`src/design/cabr_pkg.sv`:
```
// ---------------------------------------------------------------------------
// cabr_pkg: shared types, codes and helpers for the row aberration fix
// Pixel and item structs, configuration struct, register indexes, the
// engine state encoding and the per-channel gradient and clamp functions.
// ---------------------------------------------------------------------------
`timescale 1ns / 1ps
`default_nettype none

package cabr_pkg;

    // Configuration register indexes
    localparam logic REG_THRESHOLD = 1'b0;
    localparam logic REG_RADIUS    = 1'b1;

    // Depth of the queue between front and back
    localparam int QDEPTH = 4;

    typedef struct packed {
        logic [15:0] r;
        logic [15:0] g;
        logic [15:0] b;
    } pixel_t;

    typedef struct packed {
        pixel_t pix;
        logic   last;
    } item_t;

    typedef struct packed {
        logic [15:0] threshold;
        logic [4:0]  radius;
    } cabr_cfg_t;

    typedef enum logic [4:0] {
        ST_IDLE,
        ST_SCAN,
        ST_E_RA,
        ST_E_RB,
        ST_E_CHK,
        ST_L_TEST,
        ST_L_RB,
        ST_L_CMP,
        ST_R_TEST,
        ST_R_RB,
        ST_R_CMP,
        ST_B_RA,
        ST_B_RB,
        ST_B_CMP,
        ST_C_TEST,
        ST_C_WR,
        ST_EM_RA,
        ST_EM_WAIT,
        ST_FL_RA,
        ST_FL_WAIT
    } eng_state_t;

    // True when the signed gradient of one channel reaches the threshold
    function automatic logic chan_ok(logic [15:0] a_prev, logic [15:0] a_next,
                                     logic neg, logic [15:0] thr);
        logic signed [17:0] d;
        d = signed'({2'b00, a_next}) - signed'({2'b00, a_prev});
        if (neg)
        begin
            d = -d;
        end
        return d >= signed'({2'b00, thr});
    endfunction

    // True when the largest of the three gradients is at or above the threshold
    function automatic logic grad_ok(pixel_t prv, pixel_t nxt, logic neg,
                                     logic [15:0] thr);
        return chan_ok(prv.g, nxt.g, neg, thr) | chan_ok(prv.b, nxt.b, neg, thr)
             | chan_ok(prv.r, nxt.r, neg, thr);
    endfunction

    function automatic logic [15:0] sat16(logic signed [17:0] v);
        logic [15:0] res;
        if (v < 0)
        begin
            res = 16'h0000;
        end
        else if (v > 18'sd65535)
        begin
            res = 16'hFFFF;
        end
        else
        begin
            res = v[15:0];
        end
        return res;
    endfunction

    // Keep the color difference c-g within dmin..dmax
    function automatic logic [15:0] clamp_chan(logic [15:0] c, logic [15:0] g,
                                               logic signed [17:0] dmax,
                                               logic signed [17:0] dmin);
        logic signed [17:0] gd;
        logic signed [17:0] dd;
        logic [15:0]        res;
        gd = signed'({2'b00, g});
        dd = signed'({2'b00, c}) - gd;
        if (dd > dmax)
        begin
            res = sat16(dmax + gd);
        end
        else if (dd < dmin)
        begin
            res = sat16(dmin + gd);
        end
        else
        begin
            res = c;
        end
        return res;
    endfunction

    function automatic logic signed [17:0] cdiff(logic [15:0] c, logic [15:0] g);
        return signed'({2'b00, c}) - signed'({2'b00, g});
    endfunction

endpackage

`default_nettype wire

```
`src/design/cabr_ifs.sv`:
```
// ---------------------------------------------------------------------------
// cabr_ifs: pixel channels of the row aberration fix
// Input channel carries raw pixels, output channel carries corrected ones.
// ---------------------------------------------------------------------------
`timescale 1ns / 1ps
`default_nettype none

interface cabr_in_if;
    logic        valid;
    logic        ready;
    logic [15:0] red_in;
    logic [15:0] green_in;
    logic [15:0] blue_in;
    logic        last_in_row;

    modport source (output valid, output red_in, output green_in, output blue_in,
                    output last_in_row, input ready);
    modport sink (input valid, input red_in, input green_in, input blue_in,
                  input last_in_row, output ready);
endinterface

interface cabr_out_if;
    logic        valid;
    logic        ready;
    logic [15:0] red_out;
    logic [15:0] green_out;
    logic [15:0] blue_out;
    logic        row_end;

    modport source (output valid, output red_out, output green_out, output blue_out,
                    output row_end, input ready);
    modport sink (input valid, input red_out, input green_out, input blue_out,
                  input row_end, output ready);
endinterface

`default_nettype wire

```
`src/design/cabr_queue.sv`:
```
// ---------------------------------------------------------------------------
// cabr_queue: front end of the row aberration fix
// Accepts pixel requests, tags them with their row-end class and holds
// them in a short queue so the engine can stall on its own.
// ---------------------------------------------------------------------------
`timescale 1ns / 1ps
`default_nettype none

module cabr_queue
    import cabr_pkg::*;
(
    input  wire logic  clk,
    input  wire logic  rst_n,
    cabr_in_if.sink    pix_in,
    output logic       q_valid,
    output item_t      q_item,
    input  wire logic  q_pop
);

    localparam int QAW = $clog2(QDEPTH);

    item_t            slot_reg [QDEPTH];
    logic [QAW-1:0]   wptr_reg;
    logic [QAW-1:0]   rptr_reg;
    logic [QAW:0]     count_reg;
    logic             push;
    logic             pop;

    assign pix_in.ready = (count_reg < (QAW+1)'(QDEPTH));
    assign push         = pix_in.valid & pix_in.ready;
    assign pop          = q_pop & q_valid;
    assign q_valid      = (count_reg != '0);
    assign q_item       = slot_reg[rptr_reg];

    // Store the request with its class
    always_ff @(posedge clk)
    begin
        if (push)
        begin
            slot_reg[wptr_reg] <= '{pix: '{r: pix_in.red_in, g: pix_in.green_in,
                                           b: pix_in.blue_in},
                                    last: pix_in.last_in_row};
        end
    end

    // Advance pointers and fill count
    always_ff @(posedge clk or negedge rst_n)
    begin
        if (!rst_n)
        begin
            wptr_reg  <= '0;
            rptr_reg  <= '0;
            count_reg <= '0;
        end
        else
        begin
            if (push)
            begin
                wptr_reg <= (wptr_reg == QAW'(QDEPTH - 1)) ? '0 : wptr_reg + 1'b1;
            end
            if (pop)
            begin
                rptr_reg <= (rptr_reg == QAW'(QDEPTH - 1)) ? '0 : rptr_reg + 1'b1;
            end
            if (push && !pop)
            begin
                count_reg <= count_reg + 1'b1;
            end
            else if (pop && !push)
            begin
                count_reg <= count_reg - 1'b1;
            end
        end
    end

endmodule

`default_nettype wire

```
`src/design/cabr_engine.sv`:
```
// ---------------------------------------------------------------------------
// cabr_engine: back end of the row aberration fix
// Keeps the pixel window in a circular memory, runs the edge search and
// color difference clamp as a sequencer, and emits finished pixels.
// ---------------------------------------------------------------------------
`timescale 1ns / 1ps
`default_nettype none

module cabr_engine
    import cabr_pkg::*;
#(
    parameter int WINDOW     = 64,
    parameter int MAX_RADIUS = 30
)
(
    input  wire logic       clk,
    input  wire logic       rst_n,
    input  wire cabr_cfg_t  cfg,
    input  wire logic       q_valid,
    input  wire item_t      q_item,
    output logic            q_pop,
    cabr_out_if.source      pix_out
);

    localparam int AW    = $clog2(WINDOW);
    localparam int CW    = $clog2(WINDOW + 1);
    localparam int PW    = CW + 2;
    localparam int CAP_R = (2 * MAX_RADIUS + 4 <= WINDOW) ? MAX_RADIUS : (WINDOW - 4) / 2;

    typedef logic signed [PW-1:0] pos_t;

    eng_state_t         state_reg;
    eng_state_t         state_next;

    pixel_t             mem [WINDOW];
    pixel_t             rd_data_reg;
    logic               rd_en;
    pos_t               rd_pos;
    logic               wr_en;
    pos_t               wr_pos;
    pixel_t             wr_data;

    logic [AW-1:0]      base_reg;
    logic [CW-1:0]      held_reg;
    logic [CW-1:0]      rowpos_reg;
    pos_t               scan_reg;
    logic               last_reg;
    pos_t               x_reg;
    pos_t               l_reg;
    pos_t               r_reg;
    pos_t               k_reg;
    logic               neg_reg;
    pixel_t             pa_reg;
    logic signed [17:0] bmax_reg;
    logic signed [17:0] bmin_reg;
    logic signed [17:0] rmax_reg;
    logic signed [17:0] rmin_reg;

    logic               out_valid_reg;
    pixel_t             out_pix_reg;
    logic               out_end_reg;
    logic               out_free;

    pos_t               held_pos;
    pos_t               hi_pos;
    pos_t               lo_pos;
    pos_t               rad_ext;
    pos_t               rad_pos;
    logic               scan_go;
    logic signed [17:0] d_edge;
    logic signed [17:0] d_abs;
    logic               edge_hit;
    logic               grad_cont;
    logic               l_go;
    logic               r_go;
    logic               fl_last;
    pixel_t             clamp_pix;
    logic signed [17:0] bl;
    logic signed [17:0] br;
    logic signed [17:0] rl;
    logic signed [17:0] rr;

    // Map a window position to its memory slot
    function automatic logic [AW-1:0] slot_of(logic [AW-1:0] base, pos_t pos);
        logic [AW:0] s;
        s = {1'b0, base} + {1'b0, pos[AW-1:0]};
        if (s >= (AW+1)'(WINDOW))
        begin
            s = s - (AW+1)'(WINDOW);
        end
        return s[AW-1:0];
    endfunction

    // Window bounds and scan decisions
    assign held_pos  = pos_t'({2'b00, held_reg});
    assign hi_pos    = held_pos - pos_t'(2);
    assign lo_pos    = (rowpos_reg > held_reg) ? pos_t'(0) : pos_t'(1);
    assign rad_ext   = pos_t'(cfg.radius);
    assign rad_pos   = (rad_ext > pos_t'(CAP_R)) ? pos_t'(CAP_R) : rad_ext;
    assign scan_go   = last_reg ? ((scan_reg >= pos_t'(1)) && (scan_reg < hi_pos))
                                : ((scan_reg >= pos_t'(1)) &&
                                   (scan_reg + pos_t'(CAP_R + 3) <= held_pos));
    assign d_edge    = cdiff(rd_data_reg.g, pa_reg.g);
    assign d_abs     = (d_edge < 0) ? -d_edge : d_edge;
    assign edge_hit  = (d_abs >= signed'({2'b00, cfg.threshold}));
    assign grad_cont = grad_ok(pa_reg, rd_data_reg, neg_reg, cfg.threshold);
    assign l_go      = (l_reg > lo_pos) && ((x_reg - l_reg) < rad_pos);
    assign r_go      = (r_reg < hi_pos) && ((r_reg - x_reg) < rad_pos);
    assign fl_last   = (k_reg == held_pos - pos_t'(1));
    assign out_free  = !out_valid_reg || pix_out.ready;

    // Range end differences
    assign bl = cdiff(pa_reg.b, pa_reg.g);
    assign rl = cdiff(pa_reg.r, pa_reg.g);
    assign br = cdiff(rd_data_reg.b, rd_data_reg.g);
    assign rr = cdiff(rd_data_reg.r, rd_data_reg.g);

    // Clamp one pixel inside the range
    always_comb
    begin
        clamp_pix.g = rd_data_reg.g;
        clamp_pix.b = clamp_chan(rd_data_reg.b, rd_data_reg.g, bmax_reg, bmin_reg);
        clamp_pix.r = clamp_chan(rd_data_reg.r, rd_data_reg.g, rmax_reg, rmin_reg);
    end

    // Next state
    always_comb
    begin
        state_next = state_reg;
        unique case (state_reg)
            ST_IDLE:
            begin
                if (q_valid)
                begin
                    state_next = ST_SCAN;
                end
            end
            ST_SCAN:
            begin
                priority if (scan_go)
                begin
                    state_next = ST_E_RA;
                end
                else if (last_reg)
                begin
                    state_next = ST_FL_RA;
                end
                else if (held_pos == pos_t'(WINDOW))
                begin
                    state_next = ST_EM_RA;
                end
                else
                begin
                    state_next = ST_IDLE;
                end
            end
            ST_E_RA:    state_next = ST_E_RB;
            ST_E_RB:    state_next = ST_E_CHK;
            ST_E_CHK:   state_next = edge_hit ? ST_L_TEST : ST_SCAN;
            ST_L_TEST:  state_next = l_go ? ST_L_RB : ST_R_TEST;
            ST_L_RB:    state_next = ST_L_CMP;
            ST_L_CMP:   state_next = grad_cont ? ST_L_TEST : ST_R_TEST;
            ST_R_TEST:  state_next = r_go ? ST_R_RB : ST_B_RA;
            ST_R_RB:    state_next = ST_R_CMP;
            ST_R_CMP:   state_next = grad_cont ? ST_R_TEST : ST_B_RA;
            ST_B_RA:    state_next = ST_B_RB;
            ST_B_RB:    state_next = ST_B_CMP;
            ST_B_CMP:   state_next = ST_C_TEST;
            ST_C_TEST:
            begin
                priority if (k_reg > r_reg)
                begin
                    state_next = ST_SCAN;
                end
                else if (k_reg < 0)
                begin
                    state_next = ST_C_TEST;
                end
                else
                begin
                    state_next = ST_C_WR;
                end
            end
            ST_C_WR:    state_next = ST_C_TEST;
            ST_EM_RA:   state_next = ST_EM_WAIT;
            ST_EM_WAIT:
            begin
                if (out_free)
                begin
                    state_next = ST_IDLE;
                end
            end
            ST_FL_RA:   state_next = ST_FL_WAIT;
            ST_FL_WAIT:
            begin
                if (out_free)
                begin
                    state_next = fl_last ? ST_IDLE : ST_FL_RA;
                end
            end
            default:    state_next = ST_IDLE;
        endcase
    end

    // Memory port controls per state
    always_comb
    begin
        rd_en   = 1'b0;
        rd_pos  = '0;
        wr_en   = 1'b0;
        wr_pos  = '0;
        wr_data = clamp_pix;
        q_pop   = 1'b0;
        unique case (state_reg)
            ST_IDLE:
            begin
                q_pop   = q_valid;
                wr_en   = q_valid;
                wr_pos  = held_pos;
                wr_data = q_item.pix;
            end
            ST_E_RA:
            begin
                rd_en  = 1'b1;
                rd_pos = x_reg - pos_t'(1);
            end
            ST_E_RB:
            begin
                rd_en  = 1'b1;
                rd_pos = x_reg + pos_t'(1);
            end
            ST_L_TEST:
            begin
                rd_en  = l_go;
                rd_pos = l_reg - pos_t'(1);
            end
            ST_L_RB:
            begin
                rd_en  = 1'b1;
                rd_pos = l_reg + pos_t'(1);
            end
            ST_R_TEST:
            begin
                rd_en  = r_go;
                rd_pos = r_reg - pos_t'(1);
            end
            ST_R_RB:
            begin
                rd_en  = 1'b1;
                rd_pos = r_reg + pos_t'(1);
            end
            ST_B_RA:
            begin
                rd_en  = 1'b1;
                rd_pos = l_reg;
            end
            ST_B_RB:
            begin
                rd_en  = 1'b1;
                rd_pos = r_reg;
            end
            ST_C_TEST:
            begin
                rd_en  = (k_reg <= r_reg) && (k_reg >= 0);
                rd_pos = k_reg;
            end
            ST_C_WR:
            begin
                wr_en  = 1'b1;
                wr_pos = k_reg;
            end
            ST_EM_RA:
            begin
                rd_en  = 1'b1;
                rd_pos = '0;
            end
            ST_FL_RA:
            begin
                rd_en  = 1'b1;
                rd_pos = k_reg;
            end
            default:
            begin
                rd_en = 1'b0;
            end
        endcase
    end

    // Window memory with registered read
    always_ff @(posedge clk)
    begin
        if (wr_en)
        begin
            mem[slot_of(base_reg, wr_pos)] <= wr_data;
        end
        if (rd_en)
        begin
            rd_data_reg <= mem[slot_of(base_reg, rd_pos)];
        end
    end

    // Sequencer state
    always_ff @(posedge clk or negedge rst_n)
    begin
        if (!rst_n)
        begin
            state_reg <= ST_IDLE;
        end
        else
        begin
            state_reg <= state_next;
        end
    end

    // Window bookkeeping and output register
    always_ff @(posedge clk or negedge rst_n)
    begin
        if (!rst_n)
        begin
            base_reg      <= '0;
            held_reg      <= '0;
            rowpos_reg    <= '0;
            scan_reg      <= pos_t'(2);
            last_reg      <= 1'b0;
            out_valid_reg <= 1'b0;
        end
        else
        begin
            if (pix_out.ready)
            begin
                out_valid_reg <= 1'b0;
            end
            unique case (state_reg)
                ST_IDLE:
                begin
                    if (q_valid)
                    begin
                        held_reg <= held_reg + 1'b1;
                        if (rowpos_reg < CW'(WINDOW))
                        begin
                            rowpos_reg <= rowpos_reg + 1'b1;
                        end
                        last_reg <= q_item.last;
                    end
                end
                ST_E_CHK:
                begin
                    if (!edge_hit)
                    begin
                        scan_reg <= x_reg + pos_t'(1);
                    end
                end
                ST_C_TEST:
                begin
                    if (k_reg > r_reg)
                    begin
                        scan_reg <= r_reg - pos_t'(1);
                    end
                end
                ST_EM_WAIT:
                begin
                    if (out_free)
                    begin
                        out_valid_reg <= 1'b1;
                        base_reg      <= (base_reg == AW'(WINDOW - 1)) ? '0 : base_reg + 1'b1;
                        held_reg      <= held_reg - 1'b1;
                        if (scan_reg > pos_t'(1))
                        begin
                            scan_reg <= scan_reg - pos_t'(1);
                        end
                    end
                end
                ST_FL_WAIT:
                begin
                    if (out_free)
                    begin
                        out_valid_reg <= 1'b1;
                        if (fl_last)
                        begin
                            held_reg   <= '0;
                            rowpos_reg <= '0;
                            scan_reg   <= pos_t'(2);
                        end
                    end
                end
                default:
                begin
                    base_reg <= base_reg;
                end
            endcase
        end
    end

    // Edge datapath and output payload
    always_ff @(posedge clk)
    begin
        unique case (state_reg)
            ST_SCAN:
            begin
                x_reg <= scan_reg;
                k_reg <= '0;
            end
            ST_E_RB:
            begin
                pa_reg <= rd_data_reg;
            end
            ST_E_CHK:
            begin
                neg_reg <= !(d_edge > 0);
                l_reg   <= x_reg - pos_t'(1);
            end
            ST_L_TEST:
            begin
                if (!l_go)
                begin
                    l_reg <= l_reg - pos_t'(1);
                    r_reg <= x_reg + pos_t'(1);
                end
            end
            ST_L_RB:
            begin
                pa_reg <= rd_data_reg;
            end
            ST_L_CMP:
            begin
                l_reg <= l_reg - pos_t'(1);
                if (!grad_cont)
                begin
                    r_reg <= x_reg + pos_t'(1);
                end
            end
            ST_R_TEST:
            begin
                if (!r_go)
                begin
                    r_reg <= r_reg + pos_t'(1);
                end
            end
            ST_R_RB:
            begin
                pa_reg <= rd_data_reg;
            end
            ST_R_CMP:
            begin
                r_reg <= r_reg + pos_t'(1);
            end
            ST_B_RB:
            begin
                // Left end beyond the row start reads as black
                pa_reg <= (l_reg < 0) ? pixel_t'('0) : rd_data_reg;
            end
            ST_B_CMP:
            begin
                bmax_reg <= (bl > br) ? bl : br;
                bmin_reg <= (bl < br) ? bl : br;
                rmax_reg <= (rl > rr) ? rl : rr;
                rmin_reg <= (rl < rr) ? rl : rr;
                k_reg    <= l_reg;
            end
            ST_C_TEST:
            begin
                if (k_reg < 0)
                begin
                    k_reg <= k_reg + pos_t'(1);
                end
            end
            ST_C_WR:
            begin
                k_reg <= k_reg + pos_t'(1);
            end
            ST_EM_WAIT:
            begin
                if (out_free)
                begin
                    out_pix_reg <= rd_data_reg;
                    out_end_reg <= 1'b0;
                end
            end
            ST_FL_WAIT:
            begin
                if (out_free)
                begin
                    out_pix_reg <= rd_data_reg;
                    out_end_reg <= fl_last;
                    k_reg       <= k_reg + pos_t'(1);
                end
            end
            default:
            begin
                out_end_reg <= out_end_reg;
            end
        endcase
    end

    assign pix_out.valid     = out_valid_reg;
    assign pix_out.red_out   = out_pix_reg.r;
    assign pix_out.green_out = out_pix_reg.g;
    assign pix_out.blue_out  = out_pix_reg.b;
    assign pix_out.row_end   = out_end_reg;

`ifndef SYNTHESIS
    a_held_bound: assert property (@(posedge clk) disable iff (!rst_n)
        held_reg <= CW'(WINDOW))
        else $error("window fill above capacity");

    a_idle_room: assert property (@(posedge clk) disable iff (!rst_n)
        state_reg == ST_IDLE |-> held_reg < CW'(WINDOW))
        else $error("no room for the next pixel");

    a_clamp_in_window: assert property (@(posedge clk) disable iff (!rst_n)
        state_reg == ST_C_WR |-> (k_reg >= 0) && (k_reg < held_pos))
        else $error("clamp write outside held pixels");

    a_flush_clears: assert property (@(posedge clk) disable iff (!rst_n)
        (state_reg == ST_FL_WAIT) && out_free && fl_last |=> held_reg == '0)
        else $error("row flush left pixels behind");
`endif

endmodule

`default_nettype wire

```
`src/design/chroma_aberration_row_fix.sv`:
```
// ---------------------------------------------------------------------------
// chroma_aberration_row_fix: horizontal chromatic aberration correction
// Clamps blue and red around green edges of one pixel row.
// ---------------------------------------------------------------------------
// Usage:
//   pix_in takes one RGB pixel per request, last_in_row on the final pixel
//   of a row. pix_out returns corrected pixels in order; green is passed
//   through, row_end marks the last pixel of the row.
//   cfg_we/cfg_index/cfg_data write threshold (index 0) and radius
//   (index 1) while the block is idle.
// Pixel flow:
//   A pixel leaves WINDOW-1 pixels after it arrives, or at row end when
//   the whole window is flushed one pixel at a time. Each pixel passes the
//   engine sequencer, which also spends steps on every edge candidate,
//   every range step, the clamp set-up and every clamped pixel, all on the
//   single read port of the window memory.
// Reset:
//   Clears the window fill, scan position and queue; threshold returns to
//   1311 and radius to 5. No clearing pass is needed.
// Stall:
//   A stalled receiver holds the output register; the engine then waits
//   and the four-entry input queue fills before pix_in drops ready.
// ---------------------------------------------------------------------------
`timescale 1ns / 1ps
`default_nettype none

module chroma_aberration_row_fix
    import cabr_pkg::*;
#(
    parameter int WINDOW     = 64,
    parameter int MAX_RADIUS = 30
)
(
    input  wire logic        clk,
    input  wire logic        rst_n,
    cabr_in_if.sink          pix_in,
    cabr_out_if.source       pix_out,
    input  wire logic        cfg_we,
    input  wire logic        cfg_index,
    input  wire logic [15:0] cfg_data
);

    logic [15:0] threshold_reg;
    logic [4:0]  radius_reg;
    cabr_cfg_t   cfg;
    logic        q_valid;
    item_t       q_item;
    logic        q_pop;

    // Hold configuration registers
    always_ff @(posedge clk or negedge rst_n)
    begin
        if (!rst_n)
        begin
            threshold_reg <= 16'd1311;
            radius_reg    <= 5'd5;
        end
        else if (cfg_we)
        begin
            unique case (cfg_index)
                REG_THRESHOLD: threshold_reg <= cfg_data;
                REG_RADIUS:    radius_reg    <= cfg_data[4:0];
                default:       threshold_reg <= threshold_reg;
            endcase
        end
    end

    assign cfg = '{threshold: threshold_reg, radius: radius_reg};

    cabr_queue u_queue (
        .clk     (clk),
        .rst_n   (rst_n),
        .pix_in  (pix_in),
        .q_valid (q_valid),
        .q_item  (q_item),
        .q_pop   (q_pop)
    );

    cabr_engine #(
        .WINDOW     (WINDOW),
        .MAX_RADIUS (MAX_RADIUS)
    ) u_engine (
        .clk     (clk),
        .rst_n   (rst_n),
        .cfg     (cfg),
        .q_valid (q_valid),
        .q_item  (q_item),
        .q_pop   (q_pop),
        .pix_out (pix_out)
    );

endmodule

`default_nettype wire

```
`src/flat_wrapper.sv`:
```
// flat-port wrapper written by rule: the top's interface ports become plain ports
module chroma_aberration_row_fix_flat import cabr_pkg::*;
#(
    parameter int WINDOW     = 64,
    parameter int MAX_RADIUS = 30
)
  (clk, rst_n, cfg_we, cfg_index, cfg_data, pix_in_valid, pix_in_red_in, pix_in_green_in, pix_in_blue_in, pix_in_last_in_row, pix_in_ready, pix_out_valid, pix_out_red_out, pix_out_green_out, pix_out_blue_out, pix_out_row_end, pix_out_ready);
  cabr_in_if pix_in_i ();
  cabr_out_if pix_out_i ();
  input  wire logic clk;
  input  wire logic rst_n;
  input  wire logic cfg_we;
  input  wire logic cfg_index;
  input  wire logic [15:0] cfg_data;
  input wire logic [$bits(pix_in_i.valid)-1:0] pix_in_valid;
  input wire logic [$bits(pix_in_i.red_in)-1:0] pix_in_red_in;
  input wire logic [$bits(pix_in_i.green_in)-1:0] pix_in_green_in;
  input wire logic [$bits(pix_in_i.blue_in)-1:0] pix_in_blue_in;
  input wire logic [$bits(pix_in_i.last_in_row)-1:0] pix_in_last_in_row;
  output wire logic [$bits(pix_in_i.ready)-1:0] pix_in_ready;
  output wire logic [$bits(pix_out_i.valid)-1:0] pix_out_valid;
  output wire logic [$bits(pix_out_i.red_out)-1:0] pix_out_red_out;
  output wire logic [$bits(pix_out_i.green_out)-1:0] pix_out_green_out;
  output wire logic [$bits(pix_out_i.blue_out)-1:0] pix_out_blue_out;
  output wire logic [$bits(pix_out_i.row_end)-1:0] pix_out_row_end;
  input wire logic [$bits(pix_out_i.ready)-1:0] pix_out_ready;
  assign pix_in_i.valid = pix_in_valid;
  assign pix_in_i.red_in = pix_in_red_in;
  assign pix_in_i.green_in = pix_in_green_in;
  assign pix_in_i.blue_in = pix_in_blue_in;
  assign pix_in_i.last_in_row = pix_in_last_in_row;
  assign pix_in_ready = pix_in_i.ready;
  assign pix_out_valid = pix_out_i.valid;
  assign pix_out_red_out = pix_out_i.red_out;
  assign pix_out_green_out = pix_out_i.green_out;
  assign pix_out_blue_out = pix_out_i.blue_out;
  assign pix_out_row_end = pix_out_i.row_end;
  assign pix_out_i.ready = pix_out_ready;
  chroma_aberration_row_fix #(.WINDOW(WINDOW), .MAX_RADIUS(MAX_RADIUS)) u_core (.clk(clk), .rst_n(rst_n), .pix_in(pix_in_i), .pix_out(pix_out_i), .cfg_we(cfg_we), .cfg_index(cfg_index), .cfg_data(cfg_data));
endmodule
```
`config.mk`:
```
export PLATFORM = sky130hd
export DESIGN_NAME = chroma_aberration_row_fix_flat
export DESIGN_NICKNAME = d
export VERILOG_FILES = /design/src/design/cabr_pkg.sv /design/src/design/cabr_ifs.sv /design/src/design/cabr_queue.sv /design/src/design/cabr_engine.sv /design/src/design/chroma_aberration_row_fix.sv /design/src/flat_wrapper.sv
export SDC_FILE = /design/constraint.sdc
export NUM_CORES = 2
export LEC_CHECK = 0
export ABC_AREA = 1
export BUFFER_PORTS_ARGS = -buffer_cell sky130_fd_sc_hd__buf_4
export CORE_UTILIZATION = 50
export CTS_CLUSTER_DIAMETER = 80
export CTS_CLUSTER_SIZE = 25
export DETAILED_ROUTE_END_ITERATION = 8
export PLACE_DENSITY = 0.68
export SLEW_MARGIN = 30
export SYNTH_ARGS = -nofsm -noshare
export SYNTH_HDL_FRONTEND = slang
export SYNTH_HIERARCHICAL = 1
export SYNTH_SLANG_ARGS = --single-unit
export TNS_END_PERCENT = 50
```
`constraint.sdc`:
```
create_clock -name clk -period 19.55 [get_ports clk]
set_input_delay 3.91 -clock clk [delete_from_list [all_inputs] [get_ports clk]]
set_output_delay 3.91 -clock clk [all_outputs]
set_load 0.01 [all_outputs]
```
==> summary.md <==
| Metric | Value |
|---|---|
| Max incr delay on CP | `0.80 ns` |
| Total routed wirelength | `474,000 µm` |
| Count of different cell masters after synthesis | `81` |
| Routed length per instance | `27.9 µm` |
| Share of cells above drive strength 1 | `7.23%` |
| Final design instance area without fill | `172,000 µm²` |
| Number of placement rows | `207` |
| Global placer's final weighted congestion | `0.934` |
| Vias in the first global route | `101,000` |
| Instance area at placement | `167,000 µm²` |
| Predominant post-synthesis flop cell | `edfxtp_1` |
| Fraction of post-synthesis cell area in the top cell type by area | `65.9%` |
| Result of the run | `completed` |
| Fraction of the yosys area taken by sequential cells | `66.9%` |
| Chip width | `568 µm` |
| Async set or reset register ratio after synthesis | `1.79%` |
| Register bit total from synthesis | `3,582` |
| Post-detailed-route via-to-cell ratio | `6.27` |
| Most frequent CP cell | `nand2_1` |
| Fill cell instance count of the final layout | `25,900` |
| Post-synthesis cell area | `160,000 µm²` |
| Worst Setup Slack, final | `11.72 ns` |
| Reg clk slew, reported paths | `0.10 ns` |
| Worst hold path class | `register to register` |
| Synthesized net count | `13,400` |
| Die area | `323,000 µm²` |
| Count of routing violations after the opening detailed-route iteration | `13,400` |
| Port Buffer Count | `121` |
| Total clock buffers created by CTS | `179` |
| Wire length of the first global-routing pass | `680,000 µm` |
| Yosys warning total | `6` |
| Leading post-synthesis cells by instance count | `3,518 x edfxtp_1, 1,712 x nand2_1, 1,164 x nor2_1` |
| Number of nets at the end of the flow | `13,200` |
| Area growth from synthesis to layout | `7.23%` |
| Root Buffer | `clkbuf_16` |
| Number of antenna-violating nets in the routed design | `0` |
| Detailed-router iteration count before antenna repair | `8` |
| Total number of vias | `106,000` |
| Initial Utilization | `50.3%` |
| Top cells by area, synth | `edfxtp_1 66%, mux2i_1 4.8%, nand2_1 4.0%` |
| Final setup TNS | `0 ns` |
| Endpoints failing setup | `0` |
| Cell count after synthesis | `12,800` |
| Post-Route Skew | `0.102 ns` |
| FF+latch area | `107,000 µm²` |
| Number of top-level pins | `122` |
| Crit path required time | `20.32 ns` |
| Number of setup buffers added after CTS | `0` |
| Clock tree from TritonCTS | `built` |
| H-tree levels | `4` |
| Highest net fanout along the worst path | `133` |
| Final global-route overflow total | `0` |
| Final Hold Fails | `0` |
| Post-CTS Hold Buffers | `0` |
| Final Cycle Share | `40.1%` |
| Clock latency reported for the late side of the worst-skew pair | `0.94 ns` |
| Most common cell in the synthesized netlist | `edfxtp_1` |
| Critical path class | `register to register` |
| Critical Path Source Type | `register` |
| EDFF count, synth | `3,518` |
| Multi-input gate area in the final layout | `48,000 µm²` |
| Vert. Die Dim | `568 µm` |
| Crit path time final | `7.83 ns` |
| GRT Resource Usage Total | `28.6%` |
| Largest register FFs | `3,072` |
| Max stage delay cell, worst path | `buf_4` |
| Critical path cell sequence | `inv_2, nand2_1, nor2_1, nand2_1, nor2_2, inv_2, nand3_1, o21ai_0, o2111ai_1, ha_4, buf_12, buf_4, buf_6, buf_4, o21ai_0, o22ai_1, nand2_1, a21oi_1, a31oi_1, o22ai_1, nand2_1, o21ai_1` |
| Initial antenna violation count | `12` |
| Achievable Freq | `0.128 GHz` |
| Buffer levels on the longest clock path | `4` |
| Pin slew with the least headroom to its limit | `1.13 ns` |
| Endpoint kind of the worst setup timing path | `register` |
| Number of design rule violations left after detail routing | `0` |
| Layout Utilization | `54.0%` |
| Max-cap check violation count | `0` |
| Max-slew headroom at the worst pin | `24.5%` |
| Core area | `319,000 µm²` |
| Cell taking the most area after synthesis | `edfxtp_1` |
| Number of clock sinks | `3,582` |
| Unrepaired setup endpoints after global routing | `false` |
| Largest net degree at the start of global routing | `219` |
| Signal arrival time at the worst endpoint | `8.60 ns` |
| Slew Limit Fails | `0` |
| Post-cts gate resize count | `0` |
| Mapped Avg Cell Area | `12.5 µm²` |
| Dpl ws | `11.76 ns` |
| Estimated wirelength of the detail-placed design | `277,000 µm` |
[cells in the final DEF (no fill, tap or decap), types with 105 or more instances in the layout]
cell type	n
o21ai_0	1009
nand2_1	1696
nor2_1	1090
xor2_1	167
o221ai_1	389
nand3_1	312
a21oi_1	473
clkbuf_16	181
o22ai_1	502
edfxtp_1	3518
buf_4	355
inv_1	773
o21ai_1	105
mux2i_1	769
ha_1	445
a31oi_1	115
[metrics by stage]
step	hold WS, ns	std cells
global placement	0.451	16700
global route	0.496	17000
floorplan	0.442	12800
finish	0.473	17000
CTS	0.475	17000
detailed placement	0.462	16700
[worst max-delay path, delay by kind of cell, from the launching register on]
family / cells / cell delay [ns]
buffers and inverters: 6 / 2.92
AO/OA/AOI/OAI: 8 / 1.73
AND/OR/NAND/NOR: 7 / 1.34
adder cells (fa/ha/maj): 1 / 0.78
flip-flops: 1 / 0.40
[routing by layer]
layer | up-vias | global-route usage [%] | part of all wire [%]
met1 | 53100 | 39.0 | 39
met2 | 5381 | 46.0 | 47
met4 | 2 | 10.9 | 4.1
li1 | 47000 | - | -
met5 | - | 0 | 0.0027
met3 | 872 | 4.61 | 10
[cell type report]
| cell class | instances | area share [%] |
|---|---|---|
| inverters | 825 | 1.82 |
| well taps | 4180 | 3.04 |
| diodes | 9 | 0.0131 |
| clock inverters | 48 | 0.306 |
| repair buffers | 379 | 1.82 |
| flip-flops and latches | 3582 | 62.4 |
| multi-input cells | 7742 | 27.9 |
| clock buffers | 195 | 2.67 |
[cells by family (layout without fill, tap and decap cells)]
kind of cell	after synthesis	count (layout)	share of synthesized area (%)
flip-flops	3582	3582	66.9
AND/OR/NAND/NOR	3411	3411	8.61
AO/OA/AOI/OAI	2872	2872	10.9
buffers and inverters	1507	1447	3.78
multiplexers	769	769	4.80
adder cells (fa/ha/maj)	463	463	3.69
XOR/XNOR	227	227	1.26
other	0	9	0
[path summary, 6_finish.rpt]
check | start | to | slack (ns) | depth (start not counted)
max in group asynchronous | rst_n | u_core/u_engine/rowpos_reg[0]$_DFFE_PN0P_ | 15.56 | 2
setup / recovery | u_core/u_engine/state_reg[2]$_DFFE_PN0P_ | u_core/u_engine/clamp_pix[25]$_DFFE_PP_ | 11.72 | 22
min in group asynchronous | rst_n | u_core/u_queue/rptr_reg[0]$_DFFE_PN0P_ | 2.92 | 1
setup reg to reg | u_core/u_engine/state_reg[2]$_DFFE_PN0P_ | u_core/u_engine/clamp_pix[25]$_DFFE_PP_ | 11.72 | 22
hold / removal | u_core/threshold_reg[2]$_DFFE_PN1P_ | u_core/threshold_reg[2]$_DFFE_PN1P_ | 0.47 | 2
hold reg to reg | u_core/threshold_reg[2]$_DFFE_PN1P_ | u_core/threshold_reg[2]$_DFFE_PN1P_ | 0.47 | 2
Power is not shown: default switching activity piles up to over one toggle a cycle in this logic, so the estimate is an artifact.
